<file path="src/rtl/fpmm_pkg.sv">
`timescale 1ns / 1ps
// fpmm_pkg: types and constants of the single-precision matrix multiply-accumulate core.
// Used by fpmm_fpu and fp32_matrix_multiply_accumulate_core. No dependencies.
package fpmm_pkg;

  localparam int DIM_W = 5;

  localparam logic [2:0] ACT_LOAD_A  = 3'd0;
  localparam logic [2:0] ACT_LOAD_B  = 3'd1;
  localparam logic [2:0] ACT_LOAD_C  = 3'd2;
  localparam logic [2:0] ACT_COMPUTE = 3'd3;
  localparam logic [2:0] ACT_READ_C  = 3'd4;

  localparam logic KIND_READ = 1'b0;
  localparam logic KIND_DONE = 1'b1;

  localparam logic FPU_MUL = 1'b0;
  localparam logic FPU_ADD = 1'b1;

  localparam logic [1:0] REG_M_ROWS      = 2'd0;
  localparam logic [1:0] REG_N_COLS      = 2'd1;
  localparam logic [1:0] REG_K_DEPTH     = 2'd2;
  localparam logic [1:0] REG_CLEAR_FIRST = 2'd3;

  localparam logic [31:0] CANON_NAN = 32'h7FC0_0000;

  typedef struct packed {
    logic [2:0]  action;
    logic [3:0]  row_index;
    logic [3:0]  col_index;
    logic [31:0] elem_value;
  } cmd_t;

  typedef struct packed {
    logic        result_kind;
    logic [31:0] result_value;
  } rsp_t;

endpackage

</file>
<file path="src/rtl/fpmm_fpu.sv">
`timescale 1ns / 1ps
// fpmm_fpu: shared single-precision multiply / add unit, round to nearest even.
// Each operation is prepared (product or aligned sum) into a register, then normalized and rounded.
module fpmm_fpu
  import fpmm_pkg::*;
(
  input  logic        clk,
  input  logic        rst,
  input  logic        start,
  input  logic        op,
  input  logic [31:0] opa,
  input  logic [31:0] opb,
  output logic        busy,
  output logic        done,
  output logic [31:0] result
);

  logic               s1_valid;
  logic               s1_sign;
  logic [47:0]        s1_sig;
  logic signed [11:0] s1_exp;
  logic               s1_special;
  logic [31:0]        s1_special_val;

  logic               p_sign;
  logic [47:0]        p_sig;
  logic signed [11:0] p_exp;
  logic               p_special;
  logic [31:0]        p_special_val;

  logic [7:0]  ea, eb, ea_eff, eb_eff;
  logic [22:0] fa, fb;
  logic [23:0] ma, mb;
  logic        a_nan, b_nan, a_inf, b_inf, a_zero, b_zero;
  logic        a_big;
  logic [7:0]  e_big, e_sml, d;
  logic [4:0]  dc;
  logic [23:0] m_big, m_sml;
  logic [53:0] al_wide;
  logic [26:0] al;
  logic [27:0] sum;
  logic        s_big, s_sml;

  // prepare
  always_comb begin
    ea = opa[30:23];
    eb = opb[30:23];
    fa = opa[22:0];
    fb = opb[22:0];
    ea_eff = (ea == 8'd0) ? 8'd1 : ea;
    eb_eff = (eb == 8'd0) ? 8'd1 : eb;
    ma = {ea != 8'd0, fa};
    mb = {eb != 8'd0, fb};
    a_nan  = (ea == 8'hFF) && (fa != 23'd0);
    b_nan  = (eb == 8'hFF) && (fb != 23'd0);
    a_inf  = (ea == 8'hFF) && (fa == 23'd0);
    b_inf  = (eb == 8'hFF) && (fb == 23'd0);
    a_zero = (ea == 8'd0) && (fa == 23'd0);
    b_zero = (eb == 8'd0) && (fb == 23'd0);
    a_big  = opa[30:0] >= opb[30:0];
    e_big  = a_big ? ea_eff : eb_eff;
    e_sml  = a_big ? eb_eff : ea_eff;
    m_big  = a_big ? ma : mb;
    m_sml  = a_big ? mb : ma;
    s_big  = a_big ? opa[31] : opb[31];
    s_sml  = a_big ? opb[31] : opa[31];
    d      = e_big - e_sml;
    dc     = (d > 8'd27) ? 5'd27 : d[4:0];
    al_wide = {m_sml, 3'b000, 27'd0} >> dc;
    al     = al_wide[53:27] | {26'd0, |al_wide[26:0]};
    sum    = (s_big == s_sml) ? ({1'b0, m_big, 3'b000} + {1'b0, al})
                              : ({1'b0, m_big, 3'b000} - {1'b0, al});
    p_special     = 1'b0;
    p_special_val = CANON_NAN;
    if (op == FPU_MUL) begin
      p_sign = opa[31] ^ opb[31];
      p_sig  = ma * mb;
      p_exp  = 12'(ea_eff) + 12'(eb_eff) - 12'sd300;
      if (a_nan || b_nan || (a_inf && b_zero) || (b_inf && a_zero)) begin
        p_special = 1'b1;
      end else if (a_inf || b_inf) begin
        p_special     = 1'b1;
        p_special_val = {p_sign, 8'hFF, 23'd0};
      end
    end else begin
      // drop to +0 on exact cancellation
      p_sign = (s_big != s_sml && sum == 28'd0) ? 1'b0 : s_big;
      p_sig  = {20'd0, sum};
      p_exp  = 12'(e_big) - 12'sd153;
      if (a_nan || b_nan || (a_inf && b_inf && opa[31] != opb[31])) begin
        p_special = 1'b1;
      end else if (a_inf) begin
        p_special     = 1'b1;
        p_special_val = opa;
      end else if (b_inf) begin
        p_special     = 1'b1;
        p_special_val = opb;
      end
    end
  end

  always_ff @(posedge clk) begin
    if (rst) begin
      s1_valid <= 1'b0;
    end else begin
      s1_valid <= start;
    end
    if (start) begin
      s1_sign        <= p_sign;
      s1_sig         <= p_sig;
      s1_exp         <= p_exp;
      s1_special     <= p_special;
      s1_special_val <= p_special_val;
    end
  end

  // normalize and round
  logic [5:0]         msb;
  logic signed [11:0] sh, sh_norm, sh_sub, be;
  logic [4:0]         nsh;
  logic [5:0]         shc;
  logic [95:0]        wide;
  logic [23:0]        m;
  logic               g, st, up;
  logic [24:0]        mr;
  logic [22:0]        frac;
  logic [31:0]        r_val;

  always_comb begin
    msb = 6'd0;
    for (int b = 0; b < 48; b++) begin
      if (s1_sig[b]) msb = 6'(b);
    end
    sh_norm = 12'(msb) - 12'sd23;
    sh_sub  = -12'sd149 - s1_exp;
    sh      = (sh_norm > sh_sub) ? sh_norm : sh_sub;
    nsh     = 5'(-sh);
    shc     = (sh > 12'sd60) ? 6'd60 : 6'(sh);
    wide    = {s1_sig, 48'd0} >> shc;
    if (sh <= 12'sd0) begin
      m  = 24'(s1_sig << nsh);
      g  = 1'b0;
      st = 1'b0;
    end else begin
      m  = wide[71:48];
      g  = wide[47];
      st = |wide[46:0];
    end
    up = g & (st | m[0]);
    mr = {1'b0, m} + {24'd0, up};
    be = sh + s1_exp + 12'sd150;
    frac = mr[22:0];
    if (mr[24]) begin
      be   = be + 12'sd1;
      frac = mr[23:1];
    end else if (!mr[23]) begin
      be = 12'sd0;
    end
    if (s1_special) begin
      r_val = s1_special_val;
    end else if (s1_sig == 48'd0) begin
      r_val = {s1_sign, 31'd0};
    end else if (be >= 12'sd255) begin
      r_val = {s1_sign, 8'hFF, 23'd0};
    end else begin
      r_val = {s1_sign, be[7:0], frac};
    end
  end

  always_ff @(posedge clk) begin
    if (rst) begin
      done <= 1'b0;
    end else begin
      done <= s1_valid;
    end
    if (s1_valid) begin
      result <= r_val;
    end
  end

  assign busy = s1_valid;

endmodule

</file>
<file path="config.mk">
export PLATFORM = sky130hd
export DESIGN_NAME = fpmm_fpu
export DESIGN_NICKNAME = d
export VERILOG_FILES = /design/src/rtl/fpmm_pkg.sv /design/src/rtl/fpmm_fpu.sv
export SDC_FILE = /design/constraint.sdc
export NUM_CORES = 2
export LEC_CHECK = 0
export ABC_AREA = 1
export BUFFER_PORTS_ARGS = -buffer_cell sky130_fd_sc_hd__buf_2
export CAP_MARGIN = 10
export CORE_MARGIN = 1.5
export CORE_UTILIZATION = 65
export DETAILED_ROUTE_END_ITERATION = 10
export PLACE_DENSITY = 0.83
export SLEW_MARGIN = 20
export SYNTH_ARGS = -nofsm -noshare
export SYNTH_HDL_FRONTEND = slang
export SYNTH_SLANG_ARGS = --single-unit
</file>
<file path="constraint.sdc">
create_clock -name clk -period 13.1 [get_ports clk]
set_input_delay 2.62 -clock clk [delete_from_list [all_inputs] [get_ports clk]]
set_output_delay 2.62 -clock clk [all_outputs]
set_load 0.05 [all_outputs]
</file>
Word level (Yosys, flattened, before mapping)
Cells that the tools add are included.
- bits of input ports: 68
- output and inout bits: 34
- memories kept: 0
- bits in writable memories: 0
- word-level logic and storage cells: 153
- bits in read-only memories: 0
- register bits: 128
- bits in latches: 0
- mux-type cells: 84
- $mul: 1
- divide/modulo/power cells: 0
- reduce and logical (&&, ||, !) cells: 28
- add/sub/neg operators: 13
- shift-type cells: 3
- bitwise logic cells: 4
- $lt $le $gt $ge: 6
- equality and inequality tests: 5
- operators with widths (operator ; number):
    $mux W6 ; 47
    $mux W32 ; 7
    $shr A96 B6 Y72 ; 1
    $mux W24 ; 3
    $mux W31 ; 2
    $mux W28 ; 2
    $shr A54 B5 Y54 ; 1
    $logic_not A48 Y1 ; 1
    $mul A24 B24 Y48 ; 1
    $mux W12 ; 4
    $shl A48 B5 Y24 ; 1
    $reduce_or A47 Y1 ; 1
    $logic_not A23 Y1 ; 2
    $reduce_bool A23 Y1 ; 2
    $mux W8 ; 4
    $ge A31 B31 Y1 ; 1
    $add A27 B27 Y28 ; 1
    $logic_not A28 Y1 ; 1
    $sub A27 B27 Y28 ; 1
    $or A27 B1 Y27 ; 1
    $reduce_or A27 Y1 ; 1
    $add A24 B1 Y25 ; 1
    $mux W23 ; 1
    $eq A8 B8 Y1 const B ; 2
    other kinds (26) ; 55

Longest topological paths before layout
- depth after elaboration: 64
- depth in mapped cells: 107
- gate-level depth less buffers: 103

Least setup slack after synthesis
No wires, ideal clock.
- path type: input to register
- start point: input opb[2]
- end point: register s1_sign (data pin)
- library setup time: 268 ps
- arrival time: 11727 ps
- path buffers: 6
- required time: 12832 ps
- cell stages on the path: 72
- path slack: 1104 ps
- cell sequence: clkbuf_1 -> inv_1 -> ha_1 -> nand2_1 -> o21ai_0 -> a21oi_1 -> o21ai_0 -> a21oi_1 -> o21ai_0 -> nand3_1 -> nor3b_1 -> o221ai_1 -> nand4_1 -> nand3b_1 -> clkbuf_1 -> clkbuf_1 -> buf_1 -> o22ai_1 -> (+36 left out) -> a21oi_1 -> inv_1 -> a21oi_1 -> o21bai_1 -> a21oi_1 -> o21bai_1 -> a21oi_1 -> nor2_1 -> nor2_1 -> o31ai_1 -> nand3_1 -> o221ai_1 -> xor2_1 -> nand3_1 -> nor2_1 -> nand3_1 -> o2111ai_1 -> o21ai_0
- longest elaborated chain between the ends: 14
- elaborated cells on any way between the ends: 22
- those cells by class: add/sub: 3; order compare: 2; eq/ne: 2; shift: 1; mux: 10; bitwise: 1; reduce/logical: 3
- RTL lines (element ; line ; RTL):
    start, declared ; fpmm_fpu.sv:12 ; input logic [31:0] opb,
    $ge A31 B31 Y1 ; fpmm_fpu.sv:60 ; a_big = opa[30:0] >= opb[30:0];
    $mux W8 (on tied branches) ; fpmm_fpu.sv:61, fpmm_fpu.sv:62 ;
    $sub A8 B8 Y8 ; fpmm_fpu.sv:67 ; d = e_big - e_sml;
    $gt A8 B5 Y1 ; fpmm_fpu.sv:68 ; dc = (d > 8'd27) ? 5'd27 : d[4:0];
    $mux W5 ; fpmm_fpu.sv:68 ;
    $shr A54 B5 Y54 ; fpmm_fpu.sv:69 ; al_wide = {m_sml, 3'b000, 27'd0} >> dc;
    $reduce_or A27 Y1 ; fpmm_fpu.sv:70 ; al = al_wide[53:27] | {26'd0, |al_wide[26:0]};
    $or A27 B1 Y27 ; fpmm_fpu.sv:70 ;
    $sub A27 B27 Y28 / $add A27 B27 Y28 (equally long branches) ; fpmm_fpu.sv:72, fpmm_fpu.sv:71 ;
    $mux W28 ; fpmm_fpu.sv:71 ; sum = (s_big == s_sml) ? ({1'b0, m_big, 3'b000} + {1'b0, al})
    $logic_not A28 Y1 ; fpmm_fpu.sv:87 ; p_sign = (s_big != s_sml && sum == 28'd0) ? 1'b0 : s_big;
    $logic_and A1 B1 Y1 ; fpmm_fpu.sv:87 ;
    $mux W1 (*) ; fpmm_fpu.sv:87 ;
    $mux W1 (*) ; fpmm_fpu.sv:75 ; if (op == FPU_MUL) begin
    named net p_sign ; fpmm_fpu.sv:25 ; logic p_sign;
    end signal, assigned ; fpmm_fpu.sv:109 ; s1_sign <= p_sign;
    end, declared ; fpmm_fpu.sv:19 ; logic s1_sign;
Mark *: on every way through the listed nets, which the timed path passes. The rest lies on a longest branch.
A chain may end at the register's enable or synchronous reset.

Worst setup path after layout
- start point: input opb[0]
- end point: register s1_sig[46] (data pin)
- longest elaborated chain between the ends: 1
- RTL lines (element ; line ; RTL):
    $mul A24 B24 Y48 ; fpmm_fpu.sv:77 ; p_sig = ma * mb;
    end signal, assigned ; fpmm_fpu.sv:110 ; s1_sig <= p_sig;
    end, declared ; fpmm_fpu.sv:20 ; logic [47:0] s1_sig;
Every way passes these cells.

==> impl_metrics.py <==
metrics = {
    "grt": {
        "first_pass_grt_wire_length_um": 184000,
        "groute.usage.overall": 0.397,
        "grt_pass1_vias": 34800,
        "grt_start_max_net_pins": 91,
        "grt_util_met2": 0.651,
        "grt_met3_usage": 0.0639,
        "grt-busiest-layer": "met2",
        "overflow": 0,
        "grt_antenna_before_repair": 8,
        "use_met1": 0.500,
    },
    "critical_path": {
        "cp_slowest_stage_delay_ps": 560,
        "cp_num_buf_inv": 17,
        "setup.worst_path.class": "in2reg",
        "kind_of_cell_adding_the_most_delay_to_the_critical_path": "compound AO/OA/AOI/OAI gates",
        "worstSetupStartpointType": "input pin",
        "critical-path-slowest-cell": "sky130_fd_sc_hd__fa_1",
        "timing.critical_path.required_ps": 13280,
        "crit_fanout": 18,
        "setup.worst_path.end_class": "flop",
        "cp_arrival_ps": 12590,
        "path_common_cell": "sky130_fd_sc_hd__inv_1",
    },
    "synth": {
        "synth.mux.area_fraction": 0.00216,
        "synth_adder_area_share": 0.375,
        "synth-xor-area-share": 0.0200,
        "synthesis.yosys.warnings": 0,
        "synth.avg_cell_area_um2": 6.90,
        "synth_cells": 5381,
        "synth_edf_count": 124,
        "synth.cell_area_um2": 37200,
        "main_combinational_cell_family_by_area_after_synthesis": "adder cells",
        "synth_compound_area_frac": 0.0967,
        "netlist-cell-type-count": 61,
        "yosys_most_used_dff": "sky130_fd_sc_hd__edfxtp_1",
        "async_flop_share": 0,
        "synth_seq_area_share": 0.101,
        "post_synth_and_or_nand_nor_area_fraction": 0.262,
        "synth.ff_latch_count": 126,
    },
    "detailed_routing": {
        "detail_route.drc_violations": 0,
        "post_drt_via_cell_ratio": 5.78,
        "vias_post_dr": 35400,
        "drtAntennaViolNets": 0,
        "iteration_0_drc_markers": 3511,
        "routedWlPerCell_um": 19.0,
        "drt_first_pass_iters": 8,
        "totalWireLength_um": 116000,
    },
    "clocking": {
        "clock-sinks": 126,
        "clock_edge_transition_at_the_registers_on_the_reported_setup_and_hold_paths_ps": 70,
        "clock_tree_from_tritoncts": "yes",
        "htree_levels": 4,
        "cts_made_buffers": 17,
        "clk_path_buf_depth": 2,
        "cts_hold_buf": 0,
        "clk-insertion-delay-late_ps": 440,
        "clock_tree_root": "sky130_fd_sc_hd__clkbuf_16",
    },
    "placement": {
        "dp_hpwl_um": 94200,
        "port-buffer-count": 101,
        "placed_cells": 6081,
        "placedInstanceArea_um2": 38200,
        "gp_congestion": 1.02,
    },
    "sta": {
        "worst_slew_margin_relative_to_its_limit": 0.258,
        "report.final.setup_viol": 0,
        "post-route-min-period_ps": 12410,
        "drv_slew": 0,
        "fmax_mhz": 80.6,
        "report.final.hold_viol_count": 0,
        "period_share": 0.947,
        "worst_hold_slack_ps": 513,
        "timing_worst_slew_pin_value_ps": 1100,
        "final.setup_skew_ps": 13.0,
    },
    "cells_and_area": {
        "fillers": 4999,
        "post_route_cells_drive_above_1_share": 0.0567,
        "finish.net_count": 6237,
        "final_util": 0.689,
        "area_delta_synth_final_pct": 4.54,
        "instances_no_fill": 6118,
        "final_common_cell": "sky130_fd_sc_hd__nand2_1",
        "mostFrequentLayoutCells": "sky130_fd_sc_hd__nand2_1 (1477), sky130_fd_sc_hd__inv_1 (1065), sky130_fd_sc_hd__fa_1 (486)",
        "final_cell_area_um2": 38800,
    },
    "floorplanning": {
        "dieWidth_um": 242,
        "start_util": 0.659,
        "core_area_um2": 56400,
        "fp.dieH_um": 242,
        "row_count": 87,
        "die_area_um2": 58600,
        "boundaryPins": 102,
    },
    "min_path": {
        "hold_path_class": "reg2reg",
    },
    "run_status": {
        "run_status": "complete, no violations",
    },
    "job": {
        "cap_viol_max_count": 0,
    },
}
-- layer usage --
layer  up-vias  part of all wire
li1      16600                 -
met4        10             0.065
met1     16400              0.38
met5         -           0.00049
met2      1950              0.46
met3       397              0.10
-- timing repair --
action                     CTS  global route
gates resized for setup      0             8
setup endpoints to repair    0             2
setup buffers                0             1
-- through the flow --
| step | worst slack, ps | TNS [ps] |
|---|---|---|
| after floorplan | 1100 | 0 |
| after CTS | 837 | 0 |
| after global placement | 675 | 0 |
| after global routing | -13.0 | -13.0 |
| final | 693 | 0 |
| after detailed placement | 438 | 0 |
-- final cells by class --
type                    count  area, um2  area share
multi-input cells        3919      28200       0.727
inverters                1091       4100       0.105
flip-flops and latches    126       3760      0.0969
repair buffers            191       1190      0.0306
well taps                 756        946      0.0244
clock buffers              17        425      0.0110
clock inverters            15        170     0.00438
diodes                      3       7.51    0.000193
-- worst paths after layout --
check                           cells past startpoint    endpoint  slack (ps)              start
worst min-delay path                                2   result[3]         510  s1_special_val[3]
worst max register to register                     89  result[21]        1440          s1_sig[3]
worst max-delay path                               64  s1_sig[46]         690             opb[0]
worst min register to register                      2   result[3]         510  s1_special_val[3]
-- synth_stat cells (7+ instances only) --
master,number,share of area
sky130_fd_sc_hd__buf_2,39,0.0053
sky130_fd_sc_hd__a31oi_1,18,0.0030
sky130_fd_sc_hd__ha_1,337,0.11
sky130_fd_sc_hd__xor2_1,60,0.014
sky130_fd_sc_hd__clkbuf_1,205,0.021
sky130_fd_sc_hd__nand2_2,9,0.0015
sky130_fd_sc_hd__nor3_1,37,0.0050
sky130_fd_sc_hd__nand2_1,1477,0.15
sky130_fd_sc_hd__o21ai_1,12,0.0016
sky130_fd_sc_hd__inv_1,1066,0.11
sky130_fd_sc_hd__o31ai_1,8,0.0016
sky130_fd_sc_hd__buf_6,8,0.0024
sky130_fd_sc_hd__o21ai_0,339,0.046
sky130_fd_sc_hd__o211ai_1,10,0.0020
sky130_fd_sc_hd__edfxtp_1,124,0.10
sky130_fd_sc_hd__nand3_1,450,0.061
sky130_fd_sc_hd__xnor2_1,25,0.0059
sky130_fd_sc_hd__a211oi_1,7,0.0014
sky130_fd_sc_hd__nor4_1,27,0.0045
sky130_fd_sc_hd__buf_1,10,0.0010
sky130_fd_sc_hd__mux2i_1,8,0.0022
sky130_fd_sc_hd__buf_4,11,0.0022
sky130_fd_sc_hd__or2_2,15,0.0025
sky130_fd_sc_hd__inv_2,20,0.0020
sky130_fd_sc_hd__nor2_1,212,0.021
sky130_fd_sc_hd__a21o_1,7,0.0014
sky130_fd_sc_hd__fa_1,486,0.26
sky130_fd_sc_hd__nand4_1,45,0.0076
sky130_fd_sc_hd__a21oi_1,203,0.027
sky130_fd_sc_hd__nand3_2,14,0.0038
sky130_fd_sc_hd__o21bai_1,15,0.0030
-- worst reg2reg max path: cells and delay by family (launching register included) --
kind	cells	cell delay (ps)
AOI/OAI and AO/OA	6	1160
xor gates and xnor gates	1	170
adders and majority gates	3	750
buffers and inverters	9	2530
DFF	1	520
and+or+nand+nor	70	6290
-- sequential cells by signal, indices dropped and copies added (netlist names) --
register,flops
s1_sign,1
s1_sig,48
s1_special_val,32
s1_special,1
done,1
s1_exp,10
busy,1
result,32
-- kinds of logic after synthesis --
| logic type | after synthesis |
|---|---|
| AO/OA/AOI/OAI | 662 |
| XOR/XNOR | 85 |
| other | 2 |
| buffers and inverters | 1364 |
| AND/OR/NAND/NOR | 2311 |
| multiplexers | 8 |
| flip-flops | 126 |
| adder cells (fa/ha/maj) | 823 |
Power is left out: the tool's default activity adds up to more than one toggle a clock period on the data nets, which glitch-free logic cannot reach.
